$ cat src/hw/rtl/id3v2_frame_header_parser_defines.svh
// ============================================================================
// ID3v2 frame header parser - assertion macros
// Shared concurrent assertion forms, clocked on clk, held off while rst_n low.
// ============================================================================
`ifndef ID3V2_FRAME_HEADER_PARSER_DEFINES_SVH
`define ID3V2_FRAME_HEADER_PARSER_DEFINES_SVH

// Consequent must hold in the same cycle as the antecedent.
`define ID3FHP_ASSERT_SAME(label, ante, cons, msg) \
    label: assert property (@(posedge clk) disable iff (!rst_n) (ante) |-> (cons)) \
        else $error(msg);

// Consequent must hold in the cycle after the antecedent.
`define ID3FHP_ASSERT_NEXT(label, ante, cons, msg) \
    label: assert property (@(posedge clk) disable iff (!rst_n) (ante) |=> (cons)) \
        else $error(msg);

`endif

$ cat src/hw/rtl/id3fhp_pkg.sv
// ============================================================================
// ID3v2 frame header parser - package
// Shared constants, record codes and the record and stage types.
// ============================================================================
package id3fhp_pkg;

    localparam int unsigned HDR_LEN         = 10;
    localparam int unsigned FOOTER_LEN      = 10;
    localparam int unsigned FLAG_EXT_BIT    = 6;
    localparam int unsigned FLAG_FOOTER_BIT = 4;

    localparam logic [23:0] TAG_MAGIC    = 24'h494433; // "ID3"
    localparam logic [23:0] FOOTER_MAGIC = 24'h334449; // "3DI"
    localparam logic [7:0]  ID_TEXT_LEAD = 8'h54;      // "T"
    localparam logic [31:0] ID_WXXX      = 32'h57585858;
    localparam logic [31:0] ID_APIC      = 32'h41504943;

    localparam logic [1:0] REC_FRAME   = 2'd0;
    localparam logic [1:0] REC_END_OK  = 2'd1;
    localparam logic [1:0] REC_END_BAD = 2'd2;

    localparam logic [1:0] FK_RAW     = 2'd0;
    localparam logic [1:0] FK_TEXT    = 2'd1;
    localparam logic [1:0] FK_PICTURE = 2'd2;

    typedef struct packed {
        logic        valid;
        logic [7:0]  data_byte;
    } in_stage_t;

    typedef struct packed {
        logic [1:0]  record_kind;
        logic [31:0] frame_id;
        logic [1:0]  frame_kind;
        logic [15:0] frame_flags;
        logic [27:0] frame_size;
        logic [28:0] payload_offset;
        logic [7:0]  tag_version;
        logic [28:0] tag_length;
        logic [15:0] frame_count;
    } record_t;

endpackage

$ cat src/hw/rtl/id3v2_frame_header_parser.sv
// ============================================================================
// ID3v2 frame header parser - top level
// Byte stream in, frame header and tag-end records out.
// ============================================================================
// Takes one stream byte per transfer and sustains one byte per clock cycle
// while no record waits untaken. The parse step between the input register
// and the result register loads each byte's record, if any, into the result
// register. A byte that produces a record waits in the input register only
// while the result register still holds an untaken record; bytes that produce
// no record pass through regardless of the output side.
module id3v2_frame_header_parser
    import id3fhp_pkg::*;
(
    input  logic         clk,
    input  logic         rst_n,
    input  logic         s_tvalid,
    output logic         s_tready,
    input  logic [7:0]   s_tdata,   // [7:0] data_byte
    output logic         m_tvalid,
    input  logic         m_tready,
    // [31:0] frame_id, [47:32] frame_flags, [75:48] frame_size,
    // [104:76] payload_offset, [112:105] tag_version, [141:113] tag_length,
    // [157:142] frame_count, [159:158] zero
    output logic [159:0] m_tdata,
    // [1:0] record_kind, [3:2] frame_kind
    output logic [3:0]   m_tuser
);

`include "id3v2_frame_header_parser_defines.svh"

    in_stage_t stage;
    record_t   step_rec;
    record_t   out_rec;
    logic      step_emit;
    logic      slot_free;
    logic      proc_fire;

    // Advance the held byte unless its record would overwrite a waiting one.
    assign proc_fire = stage.valid && (!step_emit || slot_free);

    id3fhp_in_reg u_in_reg (
        .clk      (clk),
        .rst_n    (rst_n),
        .s_tvalid (s_tvalid),
        .s_tready (s_tready),
        .s_tdata  (s_tdata),
        .take     (proc_fire),
        .stage    (stage)
    );

    id3fhp_step u_step (
        .clk       (clk),
        .rst_n     (rst_n),
        .fire      (proc_fire),
        .data_byte (stage.data_byte),
        .emit      (step_emit),
        .rec       (step_rec)
    );

    id3fhp_out_reg u_out_reg (
        .clk       (clk),
        .rst_n     (rst_n),
        .load      (proc_fire && step_emit),
        .rec_in    (step_rec),
        .slot_free (slot_free),
        .m_tvalid  (m_tvalid),
        .m_tready  (m_tready),
        .rec_out   (out_rec)
    );

    assign m_tdata = {2'b00, out_rec.frame_count, out_rec.tag_length, out_rec.tag_version,
                      out_rec.payload_offset, out_rec.frame_size, out_rec.frame_flags,
                      out_rec.frame_id};
    assign m_tuser = {out_rec.frame_kind, out_rec.record_kind};

    `ID3FHP_ASSERT_SAME(a_no_overwrite, m_tvalid && !m_tready, !(proc_fire && step_emit),
        "record written over an untaken record")
    `ID3FHP_ASSERT_NEXT(a_record_shows, proc_fire && step_emit, m_tvalid,
        "produced record not presented")

endmodule

$ cat src/hw/rtl/id3fhp_in_reg.sv
// ============================================================================
// ID3v2 frame header parser - input register
// Holds one accepted stream byte until the parse step consumes it.
// ============================================================================
module id3fhp_in_reg
    import id3fhp_pkg::*;
(
    input  logic       clk,
    input  logic       rst_n,
    input  logic       s_tvalid,
    output logic       s_tready,
    input  logic [7:0] s_tdata,   // [7:0] data_byte
    input  logic       take,
    output in_stage_t  stage
);

    logic       valid_reg;
    logic       valid_next;
    logic [7:0] byte_reg;

    // Refill in the same cycle the held byte is consumed.
    assign s_tready = !valid_reg || take;

    always_comb
    begin
        valid_next = valid_reg;
        if (s_tvalid && s_tready)
        begin
            valid_next = 1'b1;
        end
        else if (take)
        begin
            valid_next = 1'b0;
        end
    end

    always_ff @(posedge clk or negedge rst_n)
    begin
        if (!rst_n)
        begin
            valid_reg <= 1'b0;
        end
        else
        begin
            valid_reg <= valid_next;
        end
    end

    always_ff @(posedge clk)
    begin
        if (s_tvalid && s_tready)
        begin
            byte_reg <= s_tdata;
        end
    end

    assign stage.valid     = valid_reg;
    assign stage.data_byte = byte_reg;

endmodule

$ cat src/hw/rtl/id3fhp_step.sv
// ============================================================================
// ID3v2 frame header parser - parse step
// Tag and frame header state with the per-byte next-state and record logic.
// ============================================================================
module id3fhp_step
    import id3fhp_pkg::*;
(
    input  logic       clk,
    input  logic       rst_n,
    input  logic       fire,
    input  logic [7:0] data_byte,
    output logic       emit,
    output record_t    rec
);

`include "id3v2_frame_header_parser_defines.svh"

    typedef enum logic [8:0] {
        PH_HUNT    = 9'b000000001,
        PH_HDR     = 9'b000000010,
        PH_EXT     = 9'b000000100,
        PH_EXTSKIP = 9'b000001000,
        PH_FID     = 9'b000010000,
        PH_FHDR    = 9'b000100000,
        PH_PAY     = 9'b001000000,
        PH_SKIP    = 9'b010000000,
        PH_PEND    = 9'b100000000
    } phase_t;

    phase_t      phase_reg,  phase_next;
    logic [27:0] fcnt_reg,   fcnt_next;
    logic [27:0] body_reg,   body_next;
    logic [7:0]  tflags_reg, tflags_next;
    logic [7:0]  major_reg,  major_next;
    logic [28:0] pos_reg,    pos_next;
    logic [31:0] idsh_reg,   idsh_next;
    logic [31:0] szsh_reg,   szsh_next;
    logic [15:0] flsh_reg,   flsh_next;
    logic [15:0] frames_reg, frames_next;
    logic        bad_reg,    bad_next;

    logic [28:0] pos_inc;
    logic [28:0] body_end;
    logic [28:0] left_inc;
    logic [28:0] tag_end_cur;
    logic [28:0] tag_end_nx;
    logic [27:0] fcnt_inc;
    logic [27:0] fcnt_dec;
    logic [23:0] id24;
    logic [27:0] sz7;
    logic [27:0] ext_skip;
    logic [31:0] sz8;
    logic [31:0] id8;
    logic [15:0] fl8;
    logic [31:0] fid;
    logic [28:0] start_left;
    logic        do_start;
    logic        done;
    logic        is_v2;
    logic        is_v3;

    assign pos_inc     = pos_reg + 29'd1;
    assign body_end    = 29'(HDR_LEN) + {1'b0, body_reg};
    assign left_inc    = body_end - pos_inc;
    assign tag_end_cur = body_end + (tflags_reg[FLAG_FOOTER_BIT] ? 29'(FOOTER_LEN) : 29'd0);
    assign fcnt_inc    = fcnt_reg + 28'd1;
    assign fcnt_dec    = (fcnt_reg != 28'd0) ? fcnt_reg - 28'd1 : 28'd0;
    assign id24        = {idsh_reg[15:0], data_byte};
    assign sz7         = {szsh_reg[20:0], data_byte[6:0]};
    assign ext_skip    = (sz7 >= 28'd4) ? sz7 - 28'd4 : 28'd0;
    assign sz8         = {szsh_reg[23:0], data_byte};
    assign id8         = {idsh_reg[23:0], data_byte};
    assign fl8         = {flsh_reg[7:0], data_byte};
    assign is_v2       = (major_reg == 8'd2);
    assign is_v3       = (major_reg == 8'd3);

    always_comb
    begin
        phase_next  = phase_reg;
        fcnt_next   = fcnt_reg;
        body_next   = body_reg;
        tflags_next = tflags_reg;
        major_next  = major_reg;
        pos_next    = pos_reg;
        idsh_next   = idsh_reg;
        szsh_next   = szsh_reg;
        flsh_next   = flsh_reg;
        frames_next = frames_reg;
        bad_next    = bad_reg;
        emit        = 1'b0;
        rec         = '0;
        do_start    = 1'b0;
        done        = 1'b0;
        fid         = 32'd0;
        start_left  = left_inc;
        tag_end_nx  = 29'd0;

        case (phase_reg)
            PH_PEND:
            begin
                emit            = 1'b1;
                rec.record_kind = bad_reg ? REC_END_BAD : REC_END_OK;
                rec.tag_version = major_reg;
                rec.tag_length  = tag_end_cur;
                rec.frame_count = frames_reg;
                // Start a fresh hunt with this byte.
                phase_next  = PH_HUNT;
                fcnt_next   = '0;
                body_next   = '0;
                tflags_next = '0;
                major_next  = '0;
                pos_next    = '0;
                idsh_next   = {24'd0, data_byte};
                szsh_next   = '0;
                flsh_next   = '0;
                frames_next = '0;
                bad_next    = 1'b0;
            end
            PH_HUNT:
            begin
                idsh_next = {8'd0, id24};
                if (id24 == TAG_MAGIC)
                begin
                    phase_next = PH_HDR;
                    idsh_next  = '0;
                    pos_next   = 29'd3;
                end
            end
            PH_HDR:
            begin
                pos_next = pos_inc;
                case (pos_reg[3:0])
                    4'd3:    major_next  = data_byte;
                    4'd5:    tflags_next = data_byte;
                    default: ;
                endcase
                if (pos_reg[3:0] >= 4'd6)
                begin
                    szsh_next = {4'd0, sz7};
                end
                if (pos_reg[3:0] == 4'd9)
                begin
                    body_next  = sz7;
                    szsh_next  = '0;
                    start_left = {1'b0, sz7};
                    if (major_reg < 8'd2)
                    begin
                        bad_next   = 1'b1;
                        phase_next = PH_SKIP;
                    end
                    else if (tflags_reg[FLAG_EXT_BIT])
                    begin
                        if (sz7 < 28'd4)
                        begin
                            bad_next   = 1'b1;
                            phase_next = PH_SKIP;
                        end
                        else
                        begin
                            phase_next = PH_EXT;
                            fcnt_next  = '0;
                        end
                    end
                    else
                    begin
                        do_start = 1'b1;
                    end
                end
            end
            PH_EXT:
            begin
                pos_next  = pos_inc;
                szsh_next = {4'd0, sz7};
                fcnt_next = fcnt_inc;
                if (fcnt_inc >= 28'd4)
                begin
                    if ({1'b0, ext_skip} > left_inc)
                    begin
                        bad_next   = 1'b1;
                        phase_next = PH_SKIP;
                    end
                    else if (ext_skip == 28'd0)
                    begin
                        do_start = 1'b1;
                    end
                    else
                    begin
                        phase_next = PH_EXTSKIP;
                        fcnt_next  = ext_skip;
                    end
                end
            end
            PH_EXTSKIP, PH_PAY:
            begin
                pos_next  = pos_inc;
                fcnt_next = fcnt_dec;
                if (fcnt_dec == 28'd0)
                begin
                    do_start = 1'b1;
                end
            end
            PH_FID:
            begin
                pos_next  = pos_inc;
                idsh_next = {8'd0, id24};
                fcnt_next = fcnt_inc;
                if (fcnt_inc >= 28'd3)
                begin
                    if (id24 == 24'd0 || id24 == FOOTER_MAGIC)
                    begin
                        phase_next = PH_SKIP;
                    end
                    else
                    begin
                        phase_next = PH_FHDR;
                        fcnt_next  = '0;
                        szsh_next  = '0;
                        flsh_next  = '0;
                    end
                end
            end
            PH_FHDR:
            begin
                pos_next  = pos_inc;
                fcnt_next = fcnt_inc;
                if (is_v3 && fcnt_reg == 28'd0 && data_byte == 8'd0)
                begin
                    // Short v2.3 ID: drop it and restart on the next byte.
                    do_start = 1'b1;
                end
                else
                begin
                    if (is_v2)
                    begin
                        szsh_next = sz8;
                        done      = (fcnt_inc >= 28'd3);
                    end
                    else
                    begin
                        if (fcnt_reg == 28'd0)
                        begin
                            idsh_next = id8;
                        end
                        else if (fcnt_reg <= 28'd4)
                        begin
                            szsh_next = is_v3 ? sz8 : {4'd0, sz7};
                        end
                        else
                        begin
                            flsh_next = fl8;
                        end
                        done = (fcnt_inc >= 28'd7);
                    end
                    if (!done)
                    begin
                        if (pos_inc >= body_end)
                        begin
                            bad_next   = 1'b1;
                            phase_next = PH_SKIP;
                        end
                    end
                    else
                    begin
                        fid       = is_v2 ? {idsh_next[23:0], 8'h00} : idsh_next;
                        idsh_next = fid;
                        if (szsh_next > {3'd0, left_inc})
                        begin
                            bad_next   = 1'b1;
                            phase_next = PH_SKIP;
                        end
                        else
                        begin
                            frames_next = (frames_reg != 16'hFFFF) ? frames_reg + 16'd1
                                                                   : frames_reg;
                            emit               = 1'b1;
                            rec.record_kind    = REC_FRAME;
                            rec.frame_id       = fid;
                            if (fid[31:24] == ID_TEXT_LEAD || fid == ID_WXXX)
                            begin
                                rec.frame_kind = FK_TEXT;
                            end
                            else if (fid == ID_APIC)
                            begin
                                rec.frame_kind = FK_PICTURE;
                            end
                            else
                            begin
                                rec.frame_kind = FK_RAW;
                            end
                            rec.frame_flags    = flsh_next;
                            rec.frame_size     = szsh_next[27:0];
                            rec.payload_offset = pos_inc;
                            rec.tag_version    = major_reg;
                            rec.tag_length     = tag_end_cur;
                            rec.frame_count    = frames_next;
                            if (szsh_next == 32'd0)
                            begin
                                do_start = 1'b1;
                            end
                            else
                            begin
                                phase_next = PH_PAY;
                                fcnt_next  = szsh_next[27:0];
                            end
                        end
                    end
                end
            end
            PH_SKIP:
            begin
                pos_next = pos_inc;
            end
            default:
            begin
                phase_next = PH_HUNT;
            end
        endcase

        // Open a new frame header, or drop into skip when too few bytes remain.
        if (do_start)
        begin
            if (start_left <= 29'd4)
            begin
                phase_next = PH_SKIP;
            end
            else
            begin
                phase_next = PH_FID;
                fcnt_next  = '0;
                idsh_next  = '0;
            end
        end

        tag_end_nx = 29'(HDR_LEN) + {1'b0, body_next}
                   + (tflags_next[FLAG_FOOTER_BIT] ? 29'(FOOTER_LEN) : 29'd0);

        if (phase_next == PH_SKIP && pos_next >= tag_end_nx)
        begin
            if (emit)
            begin
                // Frame record owns this byte: defer the tag-end record.
                phase_next = PH_PEND;
            end
            else
            begin
                emit            = 1'b1;
                rec             = '0;
                rec.record_kind = bad_next ? REC_END_BAD : REC_END_OK;
                rec.tag_version = major_next;
                rec.tag_length  = tag_end_nx;
                rec.frame_count = frames_next;
                phase_next  = PH_HUNT;
                fcnt_next   = '0;
                body_next   = '0;
                tflags_next = '0;
                major_next  = '0;
                pos_next    = '0;
                idsh_next   = '0;
                szsh_next   = '0;
                flsh_next   = '0;
                frames_next = '0;
                bad_next    = 1'b0;
            end
        end
    end

    always_ff @(posedge clk or negedge rst_n)
    begin
        if (!rst_n)
        begin
            phase_reg  <= PH_HUNT;
            fcnt_reg   <= '0;
            body_reg   <= '0;
            tflags_reg <= '0;
            major_reg  <= '0;
            pos_reg    <= '0;
            idsh_reg   <= '0;
            szsh_reg   <= '0;
            flsh_reg   <= '0;
            frames_reg <= '0;
            bad_reg    <= 1'b0;
        end
        else if (fire)
        begin
            phase_reg  <= phase_next;
            fcnt_reg   <= fcnt_next;
            body_reg   <= body_next;
            tflags_reg <= tflags_next;
            major_reg  <= major_next;
            pos_reg    <= pos_next;
            idsh_reg   <= idsh_next;
            szsh_reg   <= szsh_next;
            flsh_reg   <= flsh_next;
            frames_reg <= frames_next;
            bad_reg    <= bad_next;
        end
    end

    `ID3FHP_ASSERT_NEXT(a_end_rec_rehunts,
        fire && emit && rec.record_kind != REC_FRAME, phase_reg == PH_HUNT,
        "tag-end record not followed by hunting")
    `ID3FHP_ASSERT_SAME(a_pend_emits, fire && phase_reg == PH_PEND, emit,
        "deferred tag-end record not emitted")
    `ID3FHP_ASSERT_SAME(a_frame_in_tag,
        fire && emit && rec.record_kind == REC_FRAME,
        (({1'b0, rec.payload_offset} + {2'b0, rec.frame_size}) <= {1'b0, rec.tag_length}),
        "frame payload runs past tag end")

endmodule

$ cat src/hw/rtl/id3fhp_out_reg.sv
// ============================================================================
// ID3v2 frame header parser - result register
// Holds one record until the downstream side takes it.
// ============================================================================
module id3fhp_out_reg
    import id3fhp_pkg::*;
(
    input  logic    clk,
    input  logic    rst_n,
    input  logic    load,
    input  record_t rec_in,
    output logic    slot_free,
    output logic    m_tvalid,
    input  logic    m_tready,
    output record_t rec_out
);

    logic    valid_reg;
    logic    valid_next;
    record_t rec_reg;

    assign slot_free = !valid_reg || m_tready;

    always_comb
    begin
        valid_next = valid_reg;
        if (load)
        begin
            valid_next = 1'b1;
        end
        else if (m_tready)
        begin
            valid_next = 1'b0;
        end
    end

    always_ff @(posedge clk or negedge rst_n)
    begin
        if (!rst_n)
        begin
            valid_reg <= 1'b0;
        end
        else
        begin
            valid_reg <= valid_next;
        end
    end

    always_ff @(posedge clk)
    begin
        if (load)
        begin
            rec_reg <= rec_in;
        end
    end

    assign m_tvalid = valid_reg;
    assign rec_out  = rec_reg;

endmodule

$ cat config.mk
export PLATFORM = sky130hd
export DESIGN_NAME = id3v2_frame_header_parser
export DESIGN_NICKNAME = d
export VERILOG_FILES = /design/src/hw/rtl/id3fhp_pkg.sv /design/src/hw/rtl/id3v2_frame_header_parser.sv /design/src/hw/rtl/id3fhp_in_reg.sv /design/src/hw/rtl/id3fhp_step.sv /design/src/hw/rtl/id3fhp_out_reg.sv
export VERILOG_INCLUDE_DIRS = /design/src /design/src/hw/rtl
export SDC_FILE = /design/constraint.sdc
export NUM_CORES = 2
export LEC_CHECK = 0
export ABC_AREA = 1
export BUFFER_PORTS_ARGS = -buffer_cell sky130_fd_sc_hd__buf_2
export CELL_PAD_IN_SITES_DETAIL_PLACEMENT = 1
export CELL_PAD_IN_SITES_GLOBAL_PLACEMENT = 2
export CORE_ASPECT_RATIO = 0.75
export CORE_MARGIN = 2
export CORE_UTILIZATION = 38
export DETAILED_ROUTE_END_ITERATION = 12
export GPL_TIMING_DRIVEN = 1
export HOLD_SLACK_MARGIN = 0.12
export PLACE_DENSITY_LB_ADDON = 0.1
export SLEW_MARGIN = 0
export SYNTH_ARGS = -nofsm -noshare
export SYNTH_HDL_FRONTEND = slang
export SYNTH_SLANG_ARGS = --single-unit
$ cat constraint.sdc
create_clock -name clk -period 25.4 [get_ports clk]
set_input_delay 1.27 -clock clk [delete_from_list [all_inputs] [get_ports clk]]
set_output_delay 1.27 -clock clk [all_outputs]
set_load 0.02 [all_outputs]
==> impl_metrics.json <==
{
  "ys_types": 72,
  "via_count": 37300,
  "cpMaxStageDelayCell": "buf_4",
  "core_area_mm2": 0.0881,
  "antenna_found_initial": 4,
  "tritoncts": "built",
  "initial_core_util": 0.385,
  "dieHeight_um": 263,
  "yosys-top-cells-area": "nand2_1 16%, edfxtp_1 15%, dfrtp_1 15%, inv_1 7.0%, nor2_1 6.9%",
  "min_path_type": "reg -> reg",
  "drv_slew": 0,
  "yosysMostFrequentCell": "nand2_1",
  "fin_area_mm2": 0.0370,
  "synth_top_family_by_area": "simple AND/OR/NAND/NOR gates",
  "ir_drop_mv": 0.0517,
  "firstDrtPassIters": 6,
  "synth_area_mm2": 0.0339,
  "static-leakage-power_nw": 18.2,
  "wl_met1_um": 79900,
  "wl_per_cell_um": 25.7,
  "yosys.area.top_type_share": 0.162,
  "slew_headroom": 0.00221,
  "synth_cells": 5206,
  "synthAdderAreaFrac": 0.0482,
  "max_freq_mhz": 86.6,
  "synth_mux_area_frac": 0,
  "ys_ff_latch": 373,
  "largest_reg_flops": 162,
  "cts_max_level": 2,
  "ant_nets": 0,
  "hold_viol": 0,
  "path_max_fanout": 78,
  "critPathMaxStageDelay_ns": 0.66,
  "wl_met2_um": 67200,
  "cts_num_sinks": 373,
  "syn_area_per_cell_um2": 6.51,
  "num_rows": 94,
  "ys.flop_type": "dfrtp_1",
  "post_cts_buffers": 0,
  "drc": 0,
  "grt_pass1_wl_um": 245000,
  "clock_path_buffers": 3,
  "io_buffers": 175,
  "dr.first_iter.drc_count": 3855,
  "first_global_vias": 36200,
  "synth_compound_area_frac": 0.153,
  "clockRootBuffer": "clkbuf_16",
  "synth-simple-area-share": 0.346,
  "route.top_layer_used": "met5",
  "fin_skew_ns": 0.0374,
  "violations": "capacitance limit",
  "clk_latency_ns": 0.65,
  "finalSetupViolCount": 0,
  "die-area_mm2": 0.0917,
  "tightest_slew_ns": 1.49,
  "synth_seq_area_share": 0.300,
  "critPathRequiredTime_ns": 25.90,
  "fillers": 11500,
  "critPathLaunchType": "register",
  "fin_tns_setup_ns": 0,
  "antennaDiodeCount": 0,
  "register_area_mm2": 0.0102,
  "nets": 5375,
  "placed_cell_area_mm2": 0.0353,
  "synthXorXnorAreaFrac": 0.0328,
  "cts_hold_buffers": 0,
  "grt.overflow.total": 0,
  "cts_buffers": 48,
  "power_density_mw_per_mm2": 43.1,
  "total_power_mw": 1.59,
  "min_period_ns": 11.55,
  "synth-edff-count": 170,
  "path_class": "reg -> reg",
  "io_pins": 178,
  "grt_max_degree": 111,
  "crit_arrival_ns": 12.06,
  "finalNonFillerCells": 6424,
  "rsz0062_at_grt": "no",
  "postRouteWirelength_um": 165000,
  "synth-async-reset-ratio": 0.544,
  "yosysWarnings": 0,
  "wl_met3_um": 14500,
  "netlist_top_cells_count": "1466 x nand2_1, 633 x inv_1, 622 x nor2_1",
  "period_share": 0.455,
  "die_w_um": 349,
  "area_growth_pct": 9.01,
  "dp_hpwl_um": 125000,
  "drive_above_1_share": 0.0816,
  "viasPerCell": 5.80,
  "synth_top_area_cell": "nand2_1",
  "status": "finished, violations left",
  "maxCapViolations": 2,
  "end_kind": "register",
  "clk_pin_slew_ns": 0.06,
  "cts.repair.resized": 0,
  "place_inst": 6335,
  "multi_input_area_mm2": 0.0198,
  "place_congestion": 0.968,
  "track_usage": 0.352
}
==> cell families (layout without fill, tap and decap cells) <==
logic type                 count (synthesis)  count (layout)
adders and majority gates                130             130
other                                      1               2
buffers and inverters                    932             997
DFF                                      373             373
and+or+nand+nor                         2778            2778
AOI/OAI and AO/OA                        865             865
xor gates and xnor gates                 127             127
==> worst max-delay path, delay by kind of cell, from the launching register on <==
kind	cells	cell delay (ns)
adder cells (fa/ha/maj)	3	0.73
AND/OR/NAND/NOR	28	5.96
AO/OA/AOI/OAI	4	0.95
XOR/XNOR	1	0.16
flip-flops	1	0.42
buffers and inverters	12	2.96
==> cells in the final DEF, fill, tap and decap left out, drive strengths merged, types with 15 or more instances in the layout <==
master,count
nand2,1491
inv,667
nor2,642
nand3,358
o21ai,327
buf,233
dfrtp,202
a21oi,190
edfxtp,170
ha,129
xor2,117
nand4,103
nor3,102
o22ai,88
o211ai,69
clkbuf,61
nor4,58
a221oi,36
clkinv,26
a31oi,22
a22oi,18
o21a,17
a211oi,15
==> per-stage QoR <==
step,worst slack [ns],hold slack [ns],util
2_1_floorplan,15.49,0.442,-
3_3_place_gp,14.41,0.456,0.400
3_5_place_dp,14.10,0.474,0.400
4_1_cts,14.03,0.490,0.420
5_1_grt,13.02,0.513,0.420
6_report,13.85,0.493,0.420
==> area by class of cell <==
class                   count  area share
multi-input cells        3902       0.535
flip-flops and latches    373       0.276
inverters                 675      0.0688
well taps                1152      0.0390
repair buffers            233      0.0357
clock buffers              61      0.0357
clock inverters            28      0.0103
==> where the power goes <==
part / internal, mW / total [mW] / switching, mW / leakage (nW)
clock network: 0.443 / 0.760 / 0.317 / 0.827
registers: 0.638 / 0.662 / 0.0240 / 4.77
logic: 0.0459 / 0.172 / 0.126 / 12.6
total: 1.13 / 1.59 / 0.467 / 18.2
==> final timing paths <==
path | start | endpoint | slack (ns) | cells past startpoint
max in group asynchronous | rst_n | u_step.szsh_reg[26]$_DFFE_PN0P_ | 22.12 | 3
min in group asynchronous | rst_n | u_step.flsh_reg[9]$_DFFE_PN0P_ | 0.68 | 1
min | u_step.major_reg[0]$_DFFE_PN0P_ | u_step.major_reg[0]$_DFFE_PN0P_ | 0.49 | 2
min reg2reg | u_step.major_reg[0]$_DFFE_PN0P_ | u_step.major_reg[0]$_DFFE_PN0P_ | 0.49 | 2
max | u_step.phase_reg[3]$_DFFE_PN0P_ | u_step.fcnt_reg[21]$_DFFE_PN0P_ | 13.85 | 48
max reg2reg | u_step.phase_reg[3]$_DFFE_PN0P_ | u_step.fcnt_reg[21]$_DFFE_PN0P_ | 13.85 | 48
==> metal layers <==
layer / GRT usage / vias up
met5: 0 / -
met4: 0.0715 / 2
met3: 0.0744 / 193
met2: 0.498 / 1490
met1: 0.543 / 18300
li1: - / 17300
Note: power is estimated with default switching activity, not from simulation.
